<file path="config.mk">
export PLATFORM = sky130hd
export DESIGN_NAME = mlh_ctrl
export DESIGN_NICKNAME = d
export VERILOG_FILES = /design/src/design/mlh_pkg.sv /design/src/design/mlh_ctrl.sv
export SDC_FILE = /design/constraint.sdc
export NUM_CORES = 1
export LEC_CHECK = 0
export ABC_AREA = 1
export BUFFER_PORTS_ARGS = -buffer_cell sky130_fd_sc_hd__buf_2
export CAP_MARGIN = 10
export CORE_MARGIN = 4
export CORE_UTILIZATION = 57
export CTS_BUF_LIST = sky130_fd_sc_hd__clkbuf_8
export CTS_CLUSTER_SIZE = 8
export DETAILED_ROUTE_END_ITERATION = 10
export MAX_ROUTING_LAYER = met4
export PLACE_DENSITY = 0.83
export SYNTH_ARGS = -nofsm -noshare
export SYNTH_HDL_FRONTEND = slang
export SYNTH_SLANG_ARGS = --single-unit
</file>
<file path="constraint.sdc">
create_clock -name clk -period 1.95 [get_ports clk]
set_input_delay 0.0975 -clock clk [delete_from_list [all_inputs] [get_ports clk]]
set_output_delay 0.0975 -clock clk [all_outputs]
set_load 0.1 [all_outputs]
</file>
<file path="src/design/mlh_pkg.sv">
// shared types and codes for the monotone line hull block
package mlh_pkg;

  typedef logic signed [32:0] coef_t;

  typedef struct packed {
    coef_t a;
    coef_t b;
  } line_t;

  localparam int LINE_W = $bits(line_t);

  localparam logic [2:0] ST_ADDED    = 3'd0;
  localparam logic [2:0] ST_DROPPED  = 3'd1;
  localparam logic [2:0] ST_QUERY_OK = 3'd2;
  localparam logic [2:0] ST_EMPTY    = 3'd3;
  localparam logic [2:0] ST_FULL     = 3'd4;

  localparam logic [1:0] ACT_ADD_HI = 2'd0;
  localparam logic [1:0] ACT_ADD_LO = 2'd1;
  localparam logic [1:0] ACT_QUERY  = 2'd2;
  localparam logic [1:0] ACT_SPARE  = 2'd3;

  typedef enum logic [2:0] {
    RD_END,
    RD_SECOND,
    RD_QM1,
    RD_QM,
    RD_QLO
  } rd_sel_t;

  typedef struct packed {
    logic       accept;
    rd_sel_t    rd_sel;
    logic       cap_e1;
    logic       cap_e2;
    logic       shift_e;
    logic       mul_ev;
    logic       mul_q;
    logic       ld_p1;
    logic       ld_p2;
    logic       pop;
    logic       wr_line;
    logic       q_init;
    logic       q_step;
    logic       q_fin;
    logic       ld_out;
    logic [2:0] st_code;
  } cmd_t;

  typedef struct packed {
    logic cnt_zero;
    logic cnt_gt1;
    logic full;
    logic dup_better;
    logic dup_eq;
    logic eq_lm;
    logic eq_hm;
    logic p_lt_q;
    logic q_more;
    logic q_ge;
  } dstat_t;

endpackage

</file>
<file path="src/design/mlh_ctrl.sv">
// controller: sequences adds, pops and the query search, owns the output handshake
module mlh_ctrl (
  input  logic             clk,
  input  logic             rst_n,
  input  logic             in_valid,
  output logic             in_ready,
  input  logic [1:0]       in_action,
  output logic             out_valid,
  input  logic             out_ready,
  input  mlh_pkg::dstat_t  dstat,
  output mlh_pkg::cmd_t    cmd
);
  import mlh_pkg::*;

  typedef enum logic [17:0] {
    S_IDLE       = 18'd1,
    S_RD_E1      = 18'd2,
    S_CHK_E1     = 18'd4,
    S_LOOP_START = 18'd8,
    S_CAP_E1     = 18'd16,
    S_LOOP_E2    = 18'd32,
    S_CAP_E2     = 18'd64,
    S_MUL_P      = 18'd128,
    S_MUL_Q      = 18'd256,
    S_CMP        = 18'd512,
    S_WRITE      = 18'd1024,
    S_Q_TEST     = 18'd2048,
    S_Q_RD2      = 18'd4096,
    S_Q_EV2      = 18'd8192,
    S_Q_CMP      = 18'd16384,
    S_Q_FIN_MUL  = 18'd32768,
    S_Q_FIN      = 18'd65536,
    S_DONE       = 18'd131072
  } state_t;

  state_t     state_r, state_nxt;
  logic [2:0] st_r, st_nxt;
  logic       ovalid_r, ovalid_nxt;

  always_comb begin
    state_nxt = state_r;
    st_nxt    = st_r;
    cmd       = '0;
    cmd.rd_sel = RD_END;
    in_ready  = 1'b0;
    case (state_r)
      S_IDLE: begin
        in_ready = 1'b1;
        if (in_valid) begin
          cmd.accept = 1'b1;
          if (!in_action[1]) begin
            state_nxt = dstat.cnt_zero ? S_WRITE : S_RD_E1;
          end else if (dstat.cnt_zero) begin
            st_nxt    = ST_EMPTY;
            state_nxt = S_DONE;
          end else begin
            cmd.q_init = 1'b1;
            state_nxt  = S_Q_TEST;
          end
        end
      end
      S_RD_E1: begin
        cmd.rd_sel = RD_END;
        state_nxt  = S_CHK_E1;
      end
      S_CHK_E1: begin
        cmd.cap_e1 = 1'b1;
        if (dstat.dup_better) begin
          st_nxt    = ST_DROPPED;
          state_nxt = S_DONE;
        end else if (dstat.full) begin
          st_nxt    = ST_FULL;
          state_nxt = S_DONE;
        end else if (dstat.dup_eq) begin
          cmd.pop   = 1'b1;
          state_nxt = S_LOOP_START;
        end else begin
          state_nxt = S_LOOP_E2;
        end
      end
      S_LOOP_START: begin
        if (dstat.cnt_gt1) begin
          cmd.rd_sel = RD_END;
          state_nxt  = S_CAP_E1;
        end else begin
          state_nxt = S_WRITE;
        end
      end
      S_CAP_E1: begin
        cmd.cap_e1 = 1'b1;
        state_nxt  = S_LOOP_E2;
      end
      S_LOOP_E2: begin
        if (dstat.cnt_gt1) begin
          cmd.rd_sel = RD_SECOND;
          state_nxt  = S_CAP_E2;
        end else begin
          state_nxt = S_WRITE;
        end
      end
      S_CAP_E2: begin
        cmd.cap_e2 = 1'b1;
        state_nxt  = S_MUL_P;
      end
      S_MUL_P: begin
        if (dstat.eq_lm) begin
          cmd.pop     = 1'b1;
          cmd.shift_e = 1'b1;
          state_nxt   = S_LOOP_E2;
        end else if (dstat.eq_hm) begin
          state_nxt = S_WRITE;
        end else begin
          cmd.ld_p1 = 1'b1;
          state_nxt = S_MUL_Q;
        end
      end
      S_MUL_Q: begin
        cmd.mul_q = 1'b1;
        cmd.ld_p2 = 1'b1;
        state_nxt = S_CMP;
      end
      S_CMP: begin
        if (dstat.p_lt_q) begin
          state_nxt = S_WRITE;
        end else begin
          cmd.pop     = 1'b1;
          cmd.shift_e = 1'b1;
          state_nxt   = S_LOOP_E2;
        end
      end
      S_WRITE: begin
        cmd.wr_line = 1'b1;
        st_nxt      = ST_ADDED;
        state_nxt   = S_DONE;
      end
      S_Q_TEST: begin
        if (dstat.q_more) begin
          cmd.rd_sel = RD_QM1;
          state_nxt  = S_Q_RD2;
        end else begin
          cmd.rd_sel = RD_QLO;
          state_nxt  = S_Q_FIN_MUL;
        end
      end
      S_Q_RD2: begin
        cmd.rd_sel = RD_QM;
        cmd.mul_ev = 1'b1;
        cmd.ld_p1  = 1'b1;
        cmd.cap_e1 = 1'b1;
        state_nxt  = S_Q_EV2;
      end
      S_Q_EV2: begin
        cmd.mul_ev = 1'b1;
        cmd.ld_p2  = 1'b1;
        cmd.cap_e2 = 1'b1;
        state_nxt  = S_Q_CMP;
      end
      S_Q_CMP: begin
        cmd.q_step = 1'b1;
        state_nxt  = S_Q_TEST;
      end
      S_Q_FIN_MUL: begin
        cmd.mul_ev = 1'b1;
        cmd.ld_p1  = 1'b1;
        cmd.cap_e1 = 1'b1;
        state_nxt  = S_Q_FIN;
      end
      S_Q_FIN: begin
        cmd.q_fin = 1'b1;
        st_nxt    = ST_QUERY_OK;
        state_nxt = S_DONE;
      end
      S_DONE: begin
        if (!ovalid_r || out_ready) begin
          cmd.ld_out = 1'b1;
          state_nxt  = S_IDLE;
        end
      end
      default: begin
        state_nxt = S_IDLE;
      end
    endcase
    cmd.st_code = st_r;
  end

  always_comb begin
    ovalid_nxt = ovalid_r;
    if (cmd.ld_out) begin
      ovalid_nxt = 1'b1;
    end else if (out_ready) begin
      ovalid_nxt = 1'b0;
    end
  end

  always_ff @(posedge clk) begin
    if (!rst_n) begin
      state_r  <= S_IDLE;
      st_r     <= ST_ADDED;
      ovalid_r <= 1'b0;
    end else begin
      state_r  <= state_nxt;
      st_r     <= st_nxt;
      ovalid_r <= ovalid_nxt;
    end
  end

  assign out_valid = ovalid_r;

endmodule

</file>
After elaboration in Yosys (flattened, before gate mapping):

Index checks and enable logic that the tools add are counted.

* multiplexer cells: 53
* reduce and logical (&&, ||, !) cells: 12
* equal/unequal tests: 23

Operators with widths (number)
* $pmux 18 s17: 1
* $mux 18: 7
* $mux 11: 5
* $mux 1: 27
* $eq 18x1->1 const B: 1
* $eq 18x10->1 const B: 1
* $eq 18x11->1 const B: 1
* $eq 18x12->1 const B: 1
* $eq 18x13->1 const B: 1
* $eq 18x14->1 const B: 1
* $eq 18x15->1 const B: 1
* $eq 18x16->1 const B: 1
* $eq 18x17->1 const B: 1
* $eq 18x18->1 const B: 1
* $eq 18x2->1 const B: 1
* $eq 18x3->1 const B: 1
* $eq 18x4->1 const B: 1
* $eq 18x5->1 const B: 1
* $eq 18x6->1 const B: 1
* $eq 18x7->1 const B: 1
* $eq 18x8->1 const B: 1
* $eq 18x9->1 const B: 1
* $mux 3: 6
* $mux 16: 1
* other kinds (16): 23

* register bits after elaboration: 22
* output and inout bits: 22
* input port bits: 16

Longest topological paths before layout:

* word-level depth: 5
* mapped depth: 12

Least setup slack after synthesis:

Ideal clock, no wire load.

* kind: reg2out
* start: register state_r[4]
* end: output cmd[9] in the netlist's numbering
* buffers on the path: 1
* data required time: 1.852 ns
* slack: -1.439 ns
* arrival: 3.291 ns
* cell stages (with the launch flop): 7
* cells stage by stage: dfxtp_1 -> nor2_4 -> nand2_4 -> nor2_8 -> buf_8 -> nor4b_2 -> or2_2

RTL lines
* start: declaration: line mlh_ctrl.sv:36 `state_t state_r, state_nxt;`
* start signal: assignment: line mlh_ctrl.sv:201 `state_r <= state_nxt;`
* end: declaration: line mlh_ctrl.sv:11 `output mlh_pkg::cmd_t cmd`

==> report_table.html <==
<table>
<tr><th>Metric</th><th>Value</th></tr>
<tr><th colspan="2">Status</th></tr>
<tr><td>Outcome</td><td>complete, but fails checks</td></tr>
<tr><td>Violated checks</td><td>setup timing</td></tr>
<tr><th colspan="2">Clock tree</th></tr>
<tr><td>Clock tree from TritonCTS</td><td>built</td></tr>
<tr><td>Number of buffers created by CTS</td><td>3</td></tr>
<tr><td>CTS clk-pin slew, worst paths</td><td>0.09 ns</td></tr>
<tr><td>Number of clock sinks</td><td>22</td></tr>
<tr><td>Number of buffers on the longest clock path</td><td>2</td></tr>
<tr><td>Hold bufs inserted after CTS</td><td>0</td></tr>
<tr><td>Clock root buffer master</td><td>sky130_fd_sc_hd__clkbuf_8</td></tr>
<tr><td>Maximum level of the CTS H-tree</td><td>1</td></tr>
<tr><td>Clk Latency, worst-skew pair</td><td>0.27 ns</td></tr>
<tr><th colspan="2">Synthesis</th></tr>
<tr><td>Flip-flop and latch count after synthesis</td><td>22</td></tr>
<tr><td>Post-synthesis sequential area ratio</td><td>24.43%</td></tr>
<tr><td>Number of synthesized flops with an enable pin</td><td>0</td></tr>
<tr><td>Post-Synthesis Cell Area</td><td>0.001803 mm²</td></tr>
<tr><td>Number of different library cells in the post-synthesis netlist</td><td>32</td></tr>
<tr><td>Synth Net Count</td><td>314</td></tr>
<tr><td>Post-Syn Area per Cell</td><td>6.050 µm²</td></tr>
<tr><td>Number of standard cells after synthesis</td><td>298</td></tr>
<tr><td>Top flip-flop cell by instance count after synthesis</td><td>sky130_fd_sc_hd__dfxtp_1</td></tr>
<tr><td>FFs w/ async S/R, synth</td><td>0%</td></tr>
<tr><td>Number of synthesis warnings</td><td>0</td></tr>
<tr><th colspan="2">Global route</th></tr>
<tr><td>Total GRT Usage</td><td>29.54%</td></tr>
<tr><td>Remaining global-route overflow</td><td>0</td></tr>
<tr><td>Initial antenna violation count</td><td>0</td></tr>
<tr><td>Vias in the first global route</td><td>2050</td></tr>
<tr><td>Largest net degree at the start of global routing</td><td>13</td></tr>
<tr><td>Wire length of the first global-routing pass</td><td>9.356 mm</td></tr>
<tr><th colspan="2">Placed design</th></tr>
<tr><td>DP HPWL</td><td>3.962 mm</td></tr>
<tr><td>Number of I/O port buffers</td><td>35</td></tr>
<tr><td>Routability congestion estimate from global placement</td><td>about 0.94</td></tr>
<tr><td>Placement Cell Area</td><td>about 0.0024 mm²</td></tr>
<tr><th colspan="2">STA</th></tr>
<tr><td>Transition time of the tightest slew-check pin</td><td>~0.5 ns</td></tr>
<tr><td>Maximum clock frequency</td><td>between 400 and 500 MHz</td></tr>
<tr><td>Share of the clock period used by the worst path</td><td>108.4%</td></tr>
<tr><td>Hold Violations, Final</td><td>0</td></tr>
<tr><td>RSZ-0062 raised after global routing</td><td>yes</td></tr>
<tr><td>Worst-case headroom to the max-slew limit</td><td>around two thirds</td></tr>
<tr><td>Post-route setup slack</td><td>-0.1642 ns</td></tr>
<tr><td>Period minus WS final</td><td>between 2 and 2.5 ns</td></tr>
<tr><td>Pins Over Slew Limit</td><td>0</td></tr>
<tr><td>Final setup viols</td><td>20</td></tr>
<tr><td>Layout Skew</td><td>between 0.002 and 0.003 ns</td></tr>
<tr><th colspan="2">Routing</th></tr>
<tr><td>TritonRoute pass-1 iters</td><td>8</td></tr>
<tr><td>Vias</td><td>2578</td></tr>
<tr><td>Final wirelength</td><td>8.427 mm</td></tr>
<tr><td>Routed len/inst</td><td>20.55 µm</td></tr>
<tr><td>Number of nets still failing antenna checks after routing</td><td>0</td></tr>
<tr><td>DRC violation count after routing</td><td>0</td></tr>
<tr><td>Via density</td><td>6.288</td></tr>
<tr><td>First-iteration detailed-routing DRC count</td><td>between 400 and 500</td></tr>
<tr><th colspan="2">Final layout</th></tr>
<tr><td>Fill cell instance count of the final layout</td><td>approximately 110</td></tr>
<tr><td>Area Overhead vs Synth</td><td>55.73%</td></tr>
<tr><td>Ant. Diodes</td><td>0</td></tr>
<tr><td>Post-route standard cell area excluding fillers</td><td>between 0.002 and 0.003 mm²</td></tr>
<tr><td>Seq. cell area</td><td>454.2 µm²</td></tr>
<tr><td>Share of post-route cells with drive strength above 1</td><td>39.34%</td></tr>
<tr><td>Area occupied by multi-input gates</td><td>0.001241 mm²</td></tr>
<tr><td>Fin nets</td><td>383</td></tr>
<tr><th colspan="2">Floorplan</th></tr>
<tr><td>Num rows</td><td>20</td></tr>
<tr><td>Total die area</td><td>between 0.004 and 0.005 mm²</td></tr>
<tr><td>DIE HEIGHT</td><td>64.24 µm</td></tr>
<tr><td>Die X</td><td>between 60 and 70 µm</td></tr>
<tr><td>CORE AREA</td><td>between 0.003 and 0.004 mm²</td></tr>
<tr><td>Initial core utilization</td><td>about three fifths</td></tr>
<tr><td>I/O pins</td><td>38</td></tr>
<tr><th colspan="2">Pwr</th></tr>
<tr><td>Leakage Power</td><td>0.001409 µW</td></tr>
<tr><td>Overall Power</td><td>~2200 µW</td></tr>
<tr><td>Max VDD drop</td><td>0.0007276 V</td></tr>
<tr><td>Power Dens Cells</td><td>784.7 mW/mm²</td></tr>
<tr><th colspan="2">Worst setup path</th></tr>
<tr><td>Number of buffers and inverters on the critical path</td><td>1</td></tr>
<tr><td>CP startpoint kind</td><td>flop</td></tr>
<tr><td>Data arrival time at the worst-slack endpoint</td><td>2.02 ns</td></tr>
<tr><td>Startpoint-to-endpoint class of the critical path</td><td>flop to output port</td></tr>
<tr><td>Category of cells accounting for the largest share of critical-path delay</td><td>simple AND/OR/NAND/NOR gates</td></tr>
<tr><td>Worst path slowest cell</td><td>sky130_fd_sc_hd__nor4_4</td></tr>
<tr><td>Req. time, crit path</td><td>between 1.5 and 2 ns</td></tr>
<tr><td>Maximum fanout along the worst path</td><td>4</td></tr>
<tr><td>Endpoint class of the critical path</td><td>output port</td></tr>
<tr><td>Crit-path max cell delay</td><td>roughly 0.40 ns</td></tr>
<tr><td>Cells traversed along the worst timing path</td><td>nor2_4 -&gt; nand2_4 -&gt; nor2_8 -&gt; nand2_4 -&gt; nor4_4 -&gt; nor2_4 -&gt; nand3b_1 -&gt; buf_12</td></tr>
<tr><th colspan="2">Job</th></tr>
<tr><td>Maxcap violations</td><td>0</td></tr>
<tr><th colspan="2">Min path</th></tr>
<tr><td>HP Class</td><td>input pin to flop</td></tr>
</table>
[tightest hold or removal path: cells and delay by family]
| family | cells | cell delay (ns) |
|---|---|---|
| buffers and inverters | 2 | 0.17 |
| and+or+nand+nor | 1 | 0.05 |
[path summary, 6_finish.rpt]
path / cells past startpoint / end / slack, ns / from
worst min-delay path: 3 / state_r[4]$_SDFFE_PN0P_ / 0.08 / dstat[8]
worst min register to register: 2 / st_r[1]$_SDFFE_PN0P_ / 0.50 / st_r[1]$_SDFFE_PN0P_
worst max-delay path: 8 / cmd[15] / -0.16 / state_r[0]$_SDFFE_PN1P_
worst max register to register: 10 / state_r[3]$_SDFFE_PN0P_ / -0.08 / state_r[17]$_SDFFE_PN0P_
[registers in the layout (all words and copies together), names as in the netlist]
register	flops
out_valid	1
state_r	18
st_r	3
[cell type report]
cell class	instances	share of cell area, %
clock buffer	4	1.961
inverter	60	8.244
multi-input combinational	208	44.21
sequential	22	16.18
tap	44	1.961
timing repair buffer	72	27.45
[per-layer routing]
metal / track usage (%) / share of wire (%) / vias up
li1: - / - / 1065
met1: 35.69 / 34 / 1137
met2: 47.42 / 44 / 280
met3: 6.151 / 13 / 96
met4: 12.93 / 8.5 / 0
met5: - / 0 / -
[cells by family after synthesis]
logic type | count (synthesis) | synth area share, %
AO/OA/AOI/OAI | 5 | 1.596
buffers and inverters | 68 | 16.31
flip-flops | 22 | 24.43
AND/OR/NAND/NOR | 203 | 57.67
[what timing repair did]
item | in CTS | in global routing
pin swaps | 6 | 16
gates resized for setup | 9 | 42
buffers inserted | 6 | 18
endpoints found under the setup margin | 9 | 20
[per-stage QoR]
| step | setup slack, ns | TNS (ns) | hold slack, ns | instances | util [%] |
|---|---|---|---|---|---|
| floorplan | -0.5584 | -1.148 | 0.2395 | 298 | - |
| global placement | 0.1534 | 0 | 0.3680 | 382 | 78.39 |
| CTS | -0.01507 | -0.01696 | 0.08254 | 392 | 82.81 |
| global route | -0.2371 | -2.687 | 0.08517 | 410 | 92.73 |
| finish | -0.1642 | -1.563 | 0.07789 | 410 | 92.73 |
| detailed placement | 0.1082 | 0 | 0.3654 | 382 | 78.39 |
[cells in the final DEF (no fill, tap or decap), types with 2 or more instances in the layout]
| cell type | Yosys | routed |
|---|---|---|
| sky130_fd_sc_hd__inv_1 | 58 | 52 |
| sky130_fd_sc_hd__nand2_1 | 54 | 45 |
| sky130_fd_sc_hd__nor2_1 | 47 | 42 |
| sky130_fd_sc_hd__nand3_1 | 46 | 42 |
| sky130_fd_sc_hd__buf_4 | 3 | 29 |
| sky130_fd_sc_hd__buf_12 | 0 | 20 |
| sky130_fd_sc_hd__buf_2 | 1 | 17 |
| sky130_fd_sc_hd__dfxtp_1 | 22 | 15 |
| sky130_fd_sc_hd__nor2_4 | 6 | 11 |
| sky130_fd_sc_hd__nand2_2 | 3 | 9 |
| sky130_fd_sc_hd__nor2_2 | 8 | 8 |
| sky130_fd_sc_hd__nand4_1 | 8 | 8 |
| sky130_fd_sc_hd__nor3_1 | 11 | 8 |
| sky130_fd_sc_hd__nand2_4 | 3 | 6 |
| sky130_fd_sc_hd__buf_6 | 2 | 6 |
| sky130_fd_sc_hd__nand3_2 | 2 | 5 |
| sky130_fd_sc_hd__inv_2 | 1 | 5 |
| sky130_fd_sc_hd__dfxtp_2 | 0 | 5 |
| sky130_fd_sc_hd__clkbuf_8 | 0 | 4 |
| sky130_fd_sc_hd__or2_4 | 0 | 3 |
| sky130_fd_sc_hd__nor4_4 | 0 | 3 |
| sky130_fd_sc_hd__nor3_2 | 1 | 3 |
| sky130_fd_sc_hd__a21oi_1 | 3 | 3 |
| sky130_fd_sc_hd__nand3b_1 | 2 | 2 |
| sky130_fd_sc_hd__dfxtp_4 | 0 | 2 |
[power breakdown]
part	leakage, µW	internal [µW]	switching, µW	total [µW]
clock network	0.0000288	181	173	354
registers	0.000182	480	33.0	513
logic	0.00120	478	859	1340
total	0.00141	1140	1060	2200
[cells in the mapped netlist, types with 2 or more instances]
cell                       instances  area [µm²]
sky130_fd_sc_hd__inv_1            58       217.7
sky130_fd_sc_hd__dfxtp_1          22       440.4
sky130_fd_sc_hd__nor3_1           11       55.05
sky130_fd_sc_hd__nor2_2            8       50.05
sky130_fd_sc_hd__buf_6             2       22.52
sky130_fd_sc_hd__nand2_4           3       33.78
sky130_fd_sc_hd__nor4_1            2       12.51
sky130_fd_sc_hd__nor4_2            2       25.02
sky130_fd_sc_hd__nor2_1           47       176.4
sky130_fd_sc_hd__buf_4             3       22.52
sky130_fd_sc_hd__nand3b_1          2       15.01
sky130_fd_sc_hd__nand4_1           8       50.05
sky130_fd_sc_hd__a21oi_1           3       15.01
sky130_fd_sc_hd__or2_2             2       12.51
sky130_fd_sc_hd__nand3_1          46       230.2
sky130_fd_sc_hd__nor2_4            6       67.56
sky130_fd_sc_hd__nand3_2           2       20.02
sky130_fd_sc_hd__nand2_2           3       18.77
sky130_fd_sc_hd__nand2_1          54       202.7
sky130_fd_sc_hd__or2_1             2       12.51
(Power assumes the default switching activity.)
